<file path="config.mk">
export PLATFORM = sky130hd
export DESIGN_NAME = ordered_list_store
export DESIGN_NICKNAME = d
export VERILOG_FILES = /design/src/sv/ols_pkg.sv /design/src/sv/ordered_list_store.sv /design/src/sv/ols_dp.sv /design/src/sv/ols_ctrl.sv
export SDC_FILE = /design/constraint.sdc
export NUM_CORES = 1
export LEC_CHECK = 0
export ABC_AREA = 1
export BUFFER_PORTS_ARGS = -buffer_cell sky130_fd_sc_hd__buf_2
export CELL_PAD_IN_SITES_DETAIL_PLACEMENT = 1
export CELL_PAD_IN_SITES_GLOBAL_PLACEMENT = 1
export CORE_MARGIN = 8
export CORE_UTILIZATION = 51
export DETAILED_ROUTE_END_ITERATION = 6
export GPL_ROUTABILITY_DRIVEN = 1
export GPL_TIMING_DRIVEN = 1
export PLACE_DENSITY = 0.82
export SETUP_SLACK_MARGIN = 0.15
export SYNTH_ARGS = -nofsm -noshare
export SYNTH_HDL_FRONTEND = slang
export SYNTH_SLANG_ARGS = --single-unit
</file>
<file path="constraint.sdc">
create_clock -name clk -period 5 [get_ports clk]
set_clock_uncertainty 0.15 [all_clocks]
set_input_delay 0.5 -clock clk [delete_from_list [all_inputs] [get_ports clk]]
set_output_delay 0.5 -clock clk [all_outputs]
set_load 0.01 [all_outputs]
</file>
<file path="src/sv/ols_pkg.sv">
// Shared types, codes and sizes for the ordered list store.
`default_nettype none

package ols_pkg;

  localparam int OLS_CAPACITY = 16;

  localparam int VAL_W = 32;
  localparam int POS_W = 8;
  localparam int LEN_W = 9;
  localparam int OP_W  = 3;
  localparam int ST_W  = 3;

  // request codes
  localparam logic [OP_W-1:0] OP_INS_POS  = 3'd0;
  localparam logic [OP_W-1:0] OP_INS_TAIL = 3'd1;
  localparam logic [OP_W-1:0] OP_DEL_POS  = 3'd2;
  localparam logic [OP_W-1:0] OP_DEL_TAIL = 3'd3;
  localparam logic [OP_W-1:0] OP_SEARCH   = 3'd4;

  // result status codes
  localparam logic [ST_W-1:0] ST_OK       = 3'd0;
  localparam logic [ST_W-1:0] ST_EMPTY    = 3'd1;
  localparam logic [ST_W-1:0] ST_OOB      = 3'd2;
  localparam logic [ST_W-1:0] ST_FULL     = 3'd3;
  localparam logic [ST_W-1:0] ST_NOTFOUND = 3'd4;

  // walk index load select
  localparam logic [1:0] IDX_ZERO = 2'd0;
  localparam logic [1:0] IDX_POS  = 2'd1;
  localparam logic [1:0] IDX_TOP  = 2'd2;

  typedef struct packed {
    logic            load;
    logic            set_idx;
    logic [1:0]      idx_sel;
    logic            rd_en;
    logic            wr_val;
    logic            cnt_inc;
    logic            cnt_dec;
    logic            set_st;
    logic [ST_W-1:0] st;
    logic            set_found;
  } ols_cmd_t;

  typedef struct packed {
    logic [OP_W-1:0] op;
    logic            ins_oob;
    logic            at_tail;
    logic            full;
    logic            empty;
    logic            del_oob;
    logic            at_pos;
    logic            at_last;
    logic            scan_end;
    logic            cmp_vld;
    logic            hit;
  } ols_sts_t;

endpackage

`default_nettype wire

</file>
<file path="src/sv/ordered_list_store.sv">
// Top level of the ordered list store: controller plus datapath.
`default_nettype none

// Bounded ordered list of signed 32-bit values, up to CAPACITY entries, one
// request per item: insert at a position or at the tail, delete at a position
// or at the tail, and search for the first entry equal to a key. An item is
// taken on a clock edge with start high and busy low; busy then stays high
// until its result has been shown. The result appears on the out_ ports for
// exactly one cycle, flagged by out_valid, and must be taken then: there is
// no way to hold it off. Entries live in a single-port-style memory (one
// registered read and one write per cycle), so shifting or scanning moves
// one entry a cycle. No new item is taken until the last result has been
// shown. An insert ahead of the tail moves each entry from the end back to
// the position up by one; a delete moves each entry after the position
// down by one; a search scans from the head to the first match or the end.
// Entries come out of reset undefined and are read only below the length.
module ordered_list_store #(
  parameter int CAPACITY = ols_pkg::OLS_CAPACITY
) (
  input  wire logic                             clk,
  input  wire logic                             rst_n,
  input  wire logic                             start,
  output logic                                  busy,
  input  wire logic        [ols_pkg::OP_W-1:0]  in_op,
  input  wire logic signed [ols_pkg::VAL_W-1:0] in_value,
  input  wire logic        [ols_pkg::POS_W-1:0] in_position,
  output logic                                  out_valid,
  output logic             [ols_pkg::ST_W-1:0]  out_status,
  output logic signed      [ols_pkg::VAL_W-1:0] out_removed_value,
  output logic             [ols_pkg::POS_W-1:0] out_found_index,
  output logic             [ols_pkg::LEN_W-1:0] out_length
);
  import ols_pkg::*;

  // command and status between sequencer and datapath
  ols_cmd_t cmd;
  ols_sts_t sts;

  // sequence each item: check bounds, walk the memory, then strobe the result
  ols_ctrl u_ctrl (
    .clk       (clk),
    .rst_n     (rst_n),
    .start     (start),
    .sts       (sts),
    .cmd       (cmd),
    .busy      (busy),
    .out_valid (out_valid)
  );

  // hold the entries, the length and the result fields
  ols_dp #(
    .CAPACITY (CAPACITY)
  ) u_dp (
    .clk               (clk),
    .rst_n             (rst_n),
    .in_op             (in_op),
    .in_value          (in_value),
    .in_position       (in_position),
    .cmd               (cmd),
    .sts               (sts),
    .out_status        (out_status),
    .out_removed_value (out_removed_value),
    .out_found_index   (out_found_index),
    .out_length        (out_length)
  );

endmodule

`default_nettype wire

</file>
<file path="src/sv/ols_dp.sv">
// Datapath of the ordered list store: entry memory, walk index, pending move and result registers.
`default_nettype none

module ols_dp #(
  parameter int CAPACITY = ols_pkg::OLS_CAPACITY
) (
  input  wire logic                                clk,
  input  wire logic                                rst_n,
  input  wire logic        [ols_pkg::OP_W-1:0]     in_op,
  input  wire logic signed [ols_pkg::VAL_W-1:0]    in_value,
  input  wire logic        [ols_pkg::POS_W-1:0]    in_position,
  input  wire ols_pkg::ols_cmd_t                   cmd,
  output ols_pkg::ols_sts_t                        sts,
  output logic             [ols_pkg::ST_W-1:0]     out_status,
  output logic signed      [ols_pkg::VAL_W-1:0]    out_removed_value,
  output logic             [ols_pkg::POS_W-1:0]    out_found_index,
  output logic             [ols_pkg::LEN_W-1:0]    out_length
);
  import ols_pkg::*;

  localparam int AW = $clog2(CAPACITY);
  localparam int CW = $clog2(CAPACITY + 1);
  localparam logic [CW-1:0] CAP_C = CW'(CAPACITY);

  logic [VAL_W-1:0] mem [CAPACITY];

  logic [OP_W-1:0]  op_r;
  logic [VAL_W-1:0] val_r;
  logic [LEN_W-1:0] pos_r;
  logic [CW-1:0]    count_r, count_nxt;
  logic [CW-1:0]    idx_r, idx_nxt;
  logic [VAL_W-1:0] rdata_r;
  logic             pend_r;
  logic             pend_cap_r;
  logic [AW-1:0]    pend_addr_r;
  logic             cmp_vld_r;
  logic [AW-1:0]    cmp_addr_r;
  logic [VAL_W-1:0] removed_r;
  logic [POS_W-1:0] found_r;
  logic [ST_W-1:0]  st_r;
  logic [LEN_W-1:0] pos_load;
  logic [LEN_W-1:0] count_ext;
  logic [LEN_W-1:0] idx_ext;
  logic             is_ins;
  logic             is_del;

  assign is_ins    = (op_r == OP_INS_POS) || (op_r == OP_INS_TAIL);
  assign is_del    = (op_r == OP_DEL_POS) || (op_r == OP_DEL_TAIL);
  assign count_ext = LEN_W'(count_r);
  assign idx_ext   = LEN_W'(idx_r);

  always_comb begin
    case (in_op)
      OP_INS_TAIL: pos_load = LEN_W'(count_r);
      OP_DEL_TAIL: pos_load = LEN_W'(count_r) - LEN_W'(1);
      default:     pos_load = {1'b0, in_position};
    endcase
  end

  always_comb begin
    sts.op       = op_r;
    sts.ins_oob  = pos_r > count_ext;
    sts.at_tail  = pos_r == count_ext;
    sts.full     = count_r == CAP_C;
    sts.empty    = count_r == '0;
    sts.del_oob  = pos_r >= count_ext;
    sts.at_pos   = idx_ext == pos_r;
    sts.at_last  = idx_r == (count_r - CW'(1));
    sts.scan_end = idx_r >= count_r;
    sts.cmp_vld  = cmp_vld_r;
    sts.hit      = cmp_vld_r && (rdata_r == val_r);
  end

  always_comb begin
    idx_nxt = idx_r;
    if (cmd.set_idx) begin
      case (cmd.idx_sel)
        IDX_ZERO: idx_nxt = '0;
        IDX_POS:  idx_nxt = CW'(pos_r);
        IDX_TOP:  idx_nxt = count_r - CW'(1);
        default:  idx_nxt = idx_r;
      endcase
    end else if (cmd.rd_en) begin
      idx_nxt = is_ins ? (idx_r - CW'(1)) : (idx_r + CW'(1));
    end
  end

  always_comb begin
    count_nxt = count_r;
    if (cmd.cnt_inc) begin
      count_nxt = count_r + CW'(1);
    end else if (cmd.cnt_dec) begin
      count_nxt = count_r - CW'(1);
    end
  end

  // entry memory: one registered read, one write per cycle
  always_ff @(posedge clk) begin
    if (cmd.rd_en) begin
      rdata_r <= mem[idx_r[AW-1:0]];
    end
    if (pend_r) begin
      mem[pend_addr_r] <= rdata_r;
    end else if (cmd.wr_val) begin
      mem[pos_r[AW-1:0]] <= val_r;
    end
  end

  always_ff @(posedge clk) begin
    if (!rst_n) begin
      count_r    <= '0;
      pend_r     <= 1'b0;
      pend_cap_r <= 1'b0;
      cmp_vld_r  <= 1'b0;
    end else begin
      count_r    <= count_nxt;
      pend_r     <= cmd.rd_en && (is_ins || (is_del && !sts.at_pos));
      pend_cap_r <= cmd.rd_en && is_del && sts.at_pos;
      cmp_vld_r  <= cmd.rd_en && (op_r == OP_SEARCH);
    end
  end

  always_ff @(posedge clk) begin
    idx_r       <= idx_nxt;
    pend_addr_r <= is_ins ? AW'(idx_r + CW'(1)) : AW'(idx_r - CW'(1));
    cmp_addr_r  <= idx_r[AW-1:0];
    if (cmd.load) begin
      op_r      <= in_op;
      val_r     <= in_value;
      pos_r     <= pos_load;
      removed_r <= '0;
      found_r   <= '0;
    end else begin
      if (pend_cap_r) begin
        removed_r <= rdata_r;
      end
      if (cmd.set_found) begin
        found_r <= POS_W'(cmp_addr_r);
      end
    end
    if (cmd.set_st) begin
      st_r <= cmd.st;
    end
  end

  assign out_status        = st_r;
  assign out_removed_value = removed_r;
  assign out_found_index   = found_r;
  assign out_length        = count_ext;

`ifndef SYNTHESIS
  a_count_bound: assert property (@(posedge clk) disable iff (!rst_n)
    count_r <= CAP_C)
    else $error("entry count above capacity");

  a_wr_collide: assert property (@(posedge clk) disable iff (!rst_n)
    cmd.wr_val |-> !pend_r)
    else $error("value write collides with a pending move");

  a_ins_full: assert property (@(posedge clk) disable iff (!rst_n)
    cmd.cnt_inc |-> !sts.full)
    else $error("insert into a full list");

  a_cap_removed: assert property (@(posedge clk) disable iff (!rst_n)
    (pend_cap_r && !cmd.load) |=> (removed_r == $past(rdata_r)))
    else $error("removed value not captured");
`endif

endmodule

`default_nettype wire

</file>
<file path="src/sv/ols_ctrl.sv">
// Controller of the ordered list store: request sequencing state machine.
`default_nettype none

module ols_ctrl (
  input  wire logic              clk,
  input  wire logic              rst_n,
  input  wire logic              start,
  input  wire ols_pkg::ols_sts_t sts,
  output ols_pkg::ols_cmd_t      cmd,
  output logic                   busy,
  output logic                   out_valid
);
  import ols_pkg::*;

  localparam logic [3:0] S_IDLE      = 4'd0;
  localparam logic [3:0] S_CHECK     = 4'd1;
  localparam logic [3:0] S_INS_SHIFT = 4'd2;
  localparam logic [3:0] S_INS_LAST  = 4'd3;
  localparam logic [3:0] S_INS_VAL   = 4'd4;
  localparam logic [3:0] S_DEL_SHIFT = 4'd5;
  localparam logic [3:0] S_DEL_LAST  = 4'd6;
  localparam logic [3:0] S_SRCH      = 4'd7;
  localparam logic [3:0] S_DONE      = 4'd8;

  logic [3:0] state_r, state_nxt;

  always_comb begin
    cmd       = '0;
    state_nxt = state_r;
    case (state_r)
      S_IDLE: begin
        cmd.load = start;
        if (start) begin
          state_nxt = S_CHECK;
        end
      end
      S_CHECK: begin
        case (sts.op)
          OP_INS_POS, OP_INS_TAIL: begin
            if (sts.ins_oob) begin
              cmd.set_st = 1'b1;
              cmd.st     = ST_OOB;
              state_nxt  = S_DONE;
            end else if (sts.full) begin
              cmd.set_st = 1'b1;
              cmd.st     = ST_FULL;
              state_nxt  = S_DONE;
            end else if (sts.at_tail) begin
              state_nxt = S_INS_VAL;
            end else begin
              cmd.set_idx = 1'b1;
              cmd.idx_sel = IDX_TOP;
              state_nxt   = S_INS_SHIFT;
            end
          end
          OP_DEL_POS, OP_DEL_TAIL: begin
            if (sts.empty) begin
              cmd.set_st = 1'b1;
              cmd.st     = ST_EMPTY;
              state_nxt  = S_DONE;
            end else if (sts.del_oob) begin
              cmd.set_st = 1'b1;
              cmd.st     = ST_OOB;
              state_nxt  = S_DONE;
            end else begin
              cmd.set_idx = 1'b1;
              cmd.idx_sel = IDX_POS;
              state_nxt   = S_DEL_SHIFT;
            end
          end
          OP_SEARCH: begin
            cmd.set_idx = 1'b1;
            cmd.idx_sel = IDX_ZERO;
            state_nxt   = S_SRCH;
          end
          default: begin
            cmd.set_st = 1'b1;
            cmd.st     = ST_OK;
            state_nxt  = S_DONE;
          end
        endcase
      end
      S_INS_SHIFT: begin
        cmd.rd_en = 1'b1;
        if (sts.at_pos) begin
          state_nxt = S_INS_LAST;
        end
      end
      S_INS_LAST: begin
        state_nxt = S_INS_VAL;
      end
      S_INS_VAL: begin
        cmd.wr_val  = 1'b1;
        cmd.cnt_inc = 1'b1;
        cmd.set_st  = 1'b1;
        cmd.st      = ST_OK;
        state_nxt   = S_DONE;
      end
      S_DEL_SHIFT: begin
        cmd.rd_en = 1'b1;
        if (sts.at_last) begin
          state_nxt = S_DEL_LAST;
        end
      end
      S_DEL_LAST: begin
        cmd.cnt_dec = 1'b1;
        cmd.set_st  = 1'b1;
        cmd.st      = ST_OK;
        state_nxt   = S_DONE;
      end
      S_SRCH: begin
        if (sts.hit) begin
          cmd.set_found = 1'b1;
          cmd.set_st    = 1'b1;
          cmd.st        = ST_OK;
          state_nxt     = S_DONE;
        end else if (sts.scan_end && !sts.cmp_vld) begin
          cmd.set_st = 1'b1;
          cmd.st     = ST_NOTFOUND;
          state_nxt  = S_DONE;
        end else begin
          cmd.rd_en = !sts.scan_end;
        end
      end
      S_DONE: begin
        state_nxt = S_IDLE;
      end
      default: begin
        state_nxt = S_IDLE;
      end
    endcase
  end

  always_ff @(posedge clk) begin
    if (!rst_n) begin
      state_r <= S_IDLE;
    end else begin
      state_r <= state_nxt;
    end
  end

  assign busy      = state_r != S_IDLE;
  assign out_valid = state_r == S_DONE;

endmodule

`default_nettype wire

</file>
# Word level (Yosys, flattened, before mapping)
# Memory sizes are Yosys's and may differ from the RTL's. A register that Yosys moved wholly into a read port is not among the register bits.
# Cells that the tools add are included.
# op_classes
n_addsub	5
magnitude_cmp	3
eq_ne	26
muxes	51
reduce_logical	27
# op_table
operator	n
4-bit two-way mux	17
4-bit case mux with 3 select lines	3
32-bit equality test	1
32-bit two-way mux	1
32-bit OR reduction	1
4-bit case mux with 7 select lines	1
5-bit two-way mux	5
3-bit two-way mux	7
9-bit case mux with 2 select lines	1
4-bit by 3-bit equality test with 1-bit output (second input constant)	4
5-bit case mux with 3 select lines	1
1-bit two-way mux	12
5-bit by 1-bit adder with 5-bit output (second input constant)	2
5-bit by 1-bit subtractor with 5-bit output (second input constant)	2
3-bit by 2-bit equality test with 1-bit output (second input constant)	3
5-bit by 9-bit equality test with 1-bit output	1
9-bit by 5-bit equality test with 1-bit output	1
9-bit by 5-bit >= comparator with 1-bit output	1
9-bit by 5-bit greater-than comparator with 1-bit output	1
3-bit case mux with 3 select lines	1
4-bit by 2-bit equality test with 1-bit output (second input constant)	2
2-bit OR reduction	4
1-bit logical AND	7
3-bit by 1-bit equality test with 1-bit output (second input constant)	2
other kinds (25)	31
# word_totals
reg_bits	108
ram_bits	512
in_bits	46
output_inout_bits	54
mem_count	1
# memory_table
memory	words	width	read_ports	rd_ports_with_merged_regs	write_ports	line	text
u_dp.mem	16	32	1	1	1	ols_dp.sv:25	logic [VAL_W-1:0] mem [CAPACITY];

# Logic depth before layout (Yosys ltp)
# logic_depth
depth_word	9
ltp_mapped	16
ltp_nobuf	15

# Cells and area by module
# A second synthesis with hierarchy kept.
# unflattened
hier_cells	2386
hier_area_um2	27103.5
# modules_own_cells
module	n_inst	cells_each	area_per_inst_um2
ols_dp	1	2291	26550.5
ols_ctrl	1	95	553.0

# Worst setup path before layout
# OpenSTA, ideal clock, no wires.
# synth_path
path_kind	reg2reg
start	reg u_ctrl.state_r[0]
end	reg u_dp.removed_r[10], in the netlist u_dp.out_removed_value[10]
arrival_ps	3237
slack_ps	1505
stages_incl_launch_ff	10
path_buffers	1
synth_period_minus_slack_ps	3495
path_cell_list	dfxtp_1 nor2_1 inv_2 nor2_1 inv_2 nor2_1 inv_2 buf_2 nand2_1 inv_1
# synth_rtl
element	line	text
start: declaration	ols_ctrl.sv:25	logic [3:0] state_r, state_nxt;
start signal: assignment	ols_ctrl.sv:138	state_r <= state_nxt;
end signal: assignment	ols_dp.sv:135	removed_r <= rdata_r;
end: declaration	ols_dp.sv:38	logic [VAL_W-1:0] removed_r;

# Final worst setup path
# layout_path
start	reg u_ctrl.state_r[0]
end	mem u_dp.mem[7][23], enable pin
# layout_via
elab_chain_len	7
# layout_rtl
element	line	text
4-bit by 3-bit equality test with 1-bit output *	ols_ctrl.sv:30	case (state_r)
2-bit two-way mux *	ols_ctrl.sv:30	
1-bit two-way mux *	ols_dp.sv:104	end else if (cmd.wr_val) begin
1-bit two-way mux *	ols_dp.sv:102	if (pend_r) begin
1-bit two-way mux (implied by the code) *	ols_dp.sv:105	mem[pos_r[AW-1:0]] <= val_r;
32-bit OR reduction (no line)	n/a	
4-bit two-way mux (no line) or 1-bit two-way mux (tied branches)	n/a	
end: declaration	ols_dp.sv:25	
# Mark *: on every way between the ends. The rest lies on a longest branch, timed or not.

==> impl_results.html <==
<table>
<tr><th>Metric</th><th>Value</th></tr>
<tr><th colspan="2">Status</th></tr>
<tr><td>Outcome</td><td>completed</td></tr>
<tr><th colspan="2">Routing</th></tr>
<tr><td>Total wirelength of the detailed-routed design</td><td>83920 µm</td></tr>
<tr><td>Total vias in the final route</td><td>19090</td></tr>
<tr><td>Iter 0 DRT Violations</td><td>2063</td></tr>
<tr><td>Avg WL per Cell</td><td>27.38 µm</td></tr>
<tr><td>Antenna viol nets, final</td><td>0</td></tr>
<tr><td>DRC violation count after routing</td><td>0</td></tr>
<tr><td>Pre-antenna DRT Iters</td><td>7</td></tr>
<tr><td>Via-per-instance ratio</td><td>6.230</td></tr>
<tr><th colspan="2">Timing</th></tr>
<tr><td>Final setup viols</td><td>0</td></tr>
<tr><td>FMAX</td><td>268.3 MHz</td></tr>
<tr><td>Slew Viols, Final</td><td>0</td></tr>
<tr><td>RSZ-0062 raised after global routing</td><td>no</td></tr>
<tr><td>Final critical delay including setup and external delays</td><td>3.728 ns</td></tr>
<tr><td>Endpoints failing hold</td><td>0</td></tr>
<tr><td>Measured slew at the worst slew-check pin</td><td>1.405 ns</td></tr>
<tr><td>Normalized max-slew margin</td><td>0.05682</td></tr>
<tr><td>Final period utilization</td><td>0.7456</td></tr>
<tr><td>Setup TNS</td><td>0 ns</td></tr>
<tr><th colspan="2">Cells and area</th></tr>
<tr><td>Synthesis-to-finish area growth</td><td>13.42%</td></tr>
<tr><td>Final cell utilization of the core</td><td>0.5830</td></tr>
<tr><td>Share of post-route cells with drive strength above 1</td><td>0.1364</td></tr>
<tr><td>Fillers</td><td>5223</td></tr>
<tr><td>Non-filler cells in the finished layout</td><td>3065</td></tr>
<tr><td>Number of nets in the finished design</td><td>2389</td></tr>
<tr><th colspan="2">Worst setup path</th></tr>
<tr><td>Worst Reg2Reg Path Length in Cells</td><td>9</td></tr>
<tr><td>Slack of the worst reg-to-reg path</td><td>1.27 ns</td></tr>
<tr><td>Critical Path Sink Type</td><td>flip-flop</td></tr>
<tr><td>RR Endpoint</td><td>u_dp.mem[7][23]</td></tr>
<tr><td>Required time of the critical path</td><td>5.06 ns</td></tr>
<tr><td>Critical path arrival</td><td>3.79 ns</td></tr>
<tr><td>Source of the worst register-to-register timing path</td><td>u_ctrl.state_r[0]</td></tr>
<tr><td>CP Launch Type</td><td>flip-flop</td></tr>
<tr><td>Crit Path Category</td><td>reg -&gt; reg</td></tr>
<tr><td>Peak fanout along the critical path</td><td>60</td></tr>
<tr><th colspan="2">Synthesis</th></tr>
<tr><td>Yosys top cell area share</td><td>0.6639</td></tr>
<tr><td>Top cells by area in the synthesized netlist</td><td>sky130_fd_sc_hd__edfxtp_1 (66%), sky130_fd_sc_hd__o21ai_0 (5.5%), sky130_fd_sc_hd__nor2_1 (4.6%)</td></tr>
<tr><td>Post-synthesis register bit count</td><td>652</td></tr>
<tr><td>Cell count after synthesis</td><td>2216</td></tr>
<tr><td>Part of the Yosys area used for sequential elements</td><td>0.7055</td></tr>
<tr><td>Yosys warns</td><td>0</td></tr>
<tr><td>Most used flip-flop cell after synthesis</td><td>sky130_fd_sc_hd__edfxtp_1</td></tr>
<tr><td>Mapped Area</td><td>26960 µm²</td></tr>
<tr><td>Async set or reset register ratio after synthesis</td><td>0</td></tr>
<tr><td>Most area-hungry cell type in the Yosys netlist</td><td>sky130_fd_sc_hd__edfxtp_1</td></tr>
<tr><td>Number of enable-type register cells in the synthesized netlist</td><td>596</td></tr>
<tr><td>Number of distinct standard cells referenced by the synthesized netlist</td><td>48</td></tr>
<tr><td>Synthesized area divided by synthesized cell count</td><td>12.17 µm²</td></tr>
<tr><th colspan="2">Clock tree</th></tr>
<tr><td>Number of H-tree levels</td><td>3</td></tr>
<tr><td>Number of CTS-inserted buffers</td><td>67</td></tr>
<tr><td>Longest Clk Path Bufs</td><td>3</td></tr>
<tr><td>Clock tree from TritonCTS</td><td>yes</td></tr>
<tr><td># resized after CTS</td><td>0</td></tr>
<tr><td>Clock latency on the worst-skew pair</td><td>0.61 ns</td></tr>
<tr><td>Root buffer cell</td><td>sky130_fd_sc_hd__clkbuf_16</td></tr>
<tr><td>Clk slew on worst S/H paths</td><td>0.06 ns</td></tr>
<tr><td>Number of sinks on the clock net</td><td>652</td></tr>
<tr><th colspan="2">Hold path</th></tr>
<tr><td>Capture endpoint of the worst hold path</td><td>u_dp.pos_r[6]</td></tr>
<tr><td>Tightest Hold Check Type</td><td>in -&gt; reg</td></tr>
<tr><td>Worst hold path cell count</td><td>3</td></tr>
<tr><td>Hold path startpoint</td><td>in_position[6]</td></tr>
<tr><th colspan="2">Placement</th></tr>
<tr><td>Number of buffers inserted by port buffering</td><td>91</td></tr>
<tr><td>Placed Instances</td><td>2909</td></tr>
<tr><td>DP HPWL</td><td>49430 µm</td></tr>
<tr><td>Placer Congestion</td><td>0.8533</td></tr>
<tr><th colspan="2">Global route</th></tr>
<tr><td>Total global routing overflow</td><td>0</td></tr>
<tr><td>Global-route wire length before repair</td><td>125400 µm</td></tr>
<tr><td>Largest net degree at the start of global routing</td><td>260</td></tr>
<tr><td>Combined global-route utilization of all metal layers</td><td>0.2729</td></tr>
<tr><td>Number of antenna violations at the first check in global routing</td><td>1</td></tr>
<tr><td>Number of global-route vias before repair</td><td>19850</td></tr>
<tr><th colspan="2">Job</th></tr>
<tr><td>Maximum capacitance violations</td><td>0</td></tr>
<tr><th colspan="2">Die</th></tr>
<tr><td>Area of the placeable core</td><td>52450 µm²</td></tr>
<tr><td>Number of cell rows</td><td>84</td></tr>
<tr><td>Chip Height</td><td>245.9 µm</td></tr>
<tr><td>Initial Utilization</td><td>0.5140</td></tr>
<tr><td>Overall die area</td><td>60470 µm²</td></tr>
<tr><td>Total I/O pin count</td><td>100</td></tr>
<tr><td>Die X-Extent</td><td>245.9 µm</td></tr>
<tr><th colspan="2">Power</th></tr>
<tr><td>Pwr per Cell Area</td><td>390.4 nW/µm²</td></tr>
<tr><td>Static leakage</td><td>11.04 nW</td></tr>
<tr><td>Worst IR Drop VDD</td><td>218.8 µV</td></tr>
</table>
[worst max-delay path: stages (launching register included)]
cell and delay, ns:
sky130_fd_sc_hd__dfxtp_1 0.45, sky130_fd_sc_hd__nor2_1 0.11, sky130_fd_sc_hd__inv_2 0.10, sky130_fd_sc_hd__nor2_4 0.06, sky130_fd_sc_hd__nand2_2 0.18, sky130_fd_sc_hd__buf_4 0.52
sky130_fd_sc_hd__nand2_1 0.17, sky130_fd_sc_hd__o21ai_2 0.15, sky130_fd_sc_hd__nand2_1 0.29, sky130_fd_sc_hd__nor2_4 1.13
[cell families after synthesis]
| group | synth area share |
|---|---|
| AOI/OAI and AO/OA | 0.1132 |
| and+or+nand+nor | 0.1045 |
| adders and majority gates | 0.008354 |
| muxes | 0.01583 |
| DFF | 0.7055 |
| xor gates and xnor gates | 0.006823 |
| buffers and inverters | 0.04576 |
| other | 0.0001391 |
[repair_timing]
action	4_1_cts	5_1_grt
buffers inserted	0	0
hold endpoints to repair	35	0
hold buffers	35	0
[layer usage]
| layer | routed length (µm) | share of wire | track usage |
|---|---|---|---|
| met4 | 2325 | 0.028 | 0.09024 |
| met5 | 0 | 0 | 0 |
| met2 | 41110 | 0.49 | 0.4561 |
| met3 | 7803 | 0.093 | 0.04616 |
| met1 | 32680 | 0.39 | 0.3610 |
[cells in the final DEF, fill, tap and decap left out, drive strengths merged, types with 33 or more instances in the layout]
cell	synthesis	routed
dfxtp	56	56
nor2	342	342
edfxtp	596	596
buf	60	132
dlygate4sd3	0	35
nand3	69	69
nand2	260	260
o21ai	308	308
o211ai	33	33
o221ai	96	96
o22ai	36	36
mux2	37	37
inv	159	163
clkbuf	74	82
[state kept, by name, summed over array words and instances, names as in the netlist, 5 cells and up]
signal	count
u_dp.count_r	5
u_dp.idx_r	5
u_dp.mem	512
u_dp.out_removed_value	32
u_dp.pos_r	9
u_dp.rdata_r	32
u_dp.val_r	32
[synthesized netlist by cell type, drive strengths merged (33+ instances only)]
cell,n
buf,60
clkbuf,74
dfxtp,56
edfxtp,596
inv,159
mux2,37
nand2,260
nand3,69
nor2,342
o211ai,33
o21ai,308
o221ai,96
o22ai,36
[final cells by class]
class / count / area (µm²) / area share
clock inverters: 38 / 310.3 / 0.01015
inverters: 159 / 604.3 / 0.01977
multi-input cells: 1278 / 6874 / 0.2248
repair buffers: 167 / 1151 / 0.03765
flip-flops and latches: 652 / 19020 / 0.6220
well taps: 688 / 860.8 / 0.02815
diodes: 1 / 2.502 / 0.00008184
clock buffers: 82 / 1754 / 0.05737
[how the worst max path moves through the flow]
stage	startpoint	cells after the start	endpoint
6_report	u_ctrl.state_r[0]	9	u_dp.mem[7][23]
3_3_place_gp	u_ctrl.state_r[0]	9	u_dp.mem[7][14]
4_1_cts	u_ctrl.state_r[0]	9	u_dp.mem[3][0]
2_1_floorplan	u_ctrl.state_r[0]	9	u_dp.out_removed_value[10]
3_5_place_dp	u_ctrl.state_r[0]	9	u_dp.mem[3][20]
5_1_grt	u_ctrl.state_r[0]	9	u_dp.mem[7][23]
[stage by stage]
step / hold WS, ns / power (mW) / cell area, µm² / worst slack [ns]
3_3_place_gp: 0.3002 / 7.065 / 28150 / 1.561
4_1_cts: 0.02913 / 11.91 / 30570 / 1.319
2_1_floorplan: 0.2186 / 6.759 / 26980 / 1.505
6_report: 0.05131 / 11.94 / 30580 / 1.272
5_1_grt: 0.06287 / 12.22 / 30570 / 1.090
3_5_place_dp: 0.3152 / 7.123 / 28150 / 1.348
[power breakdown]
group	internal [mW]	switching [mW]
registers	6.05	0.0715
clock network	2.72	2.14
logic	0.251	0.706
total	9.02	2.92
No activity file was read; power rests on OpenSTA's default activity.
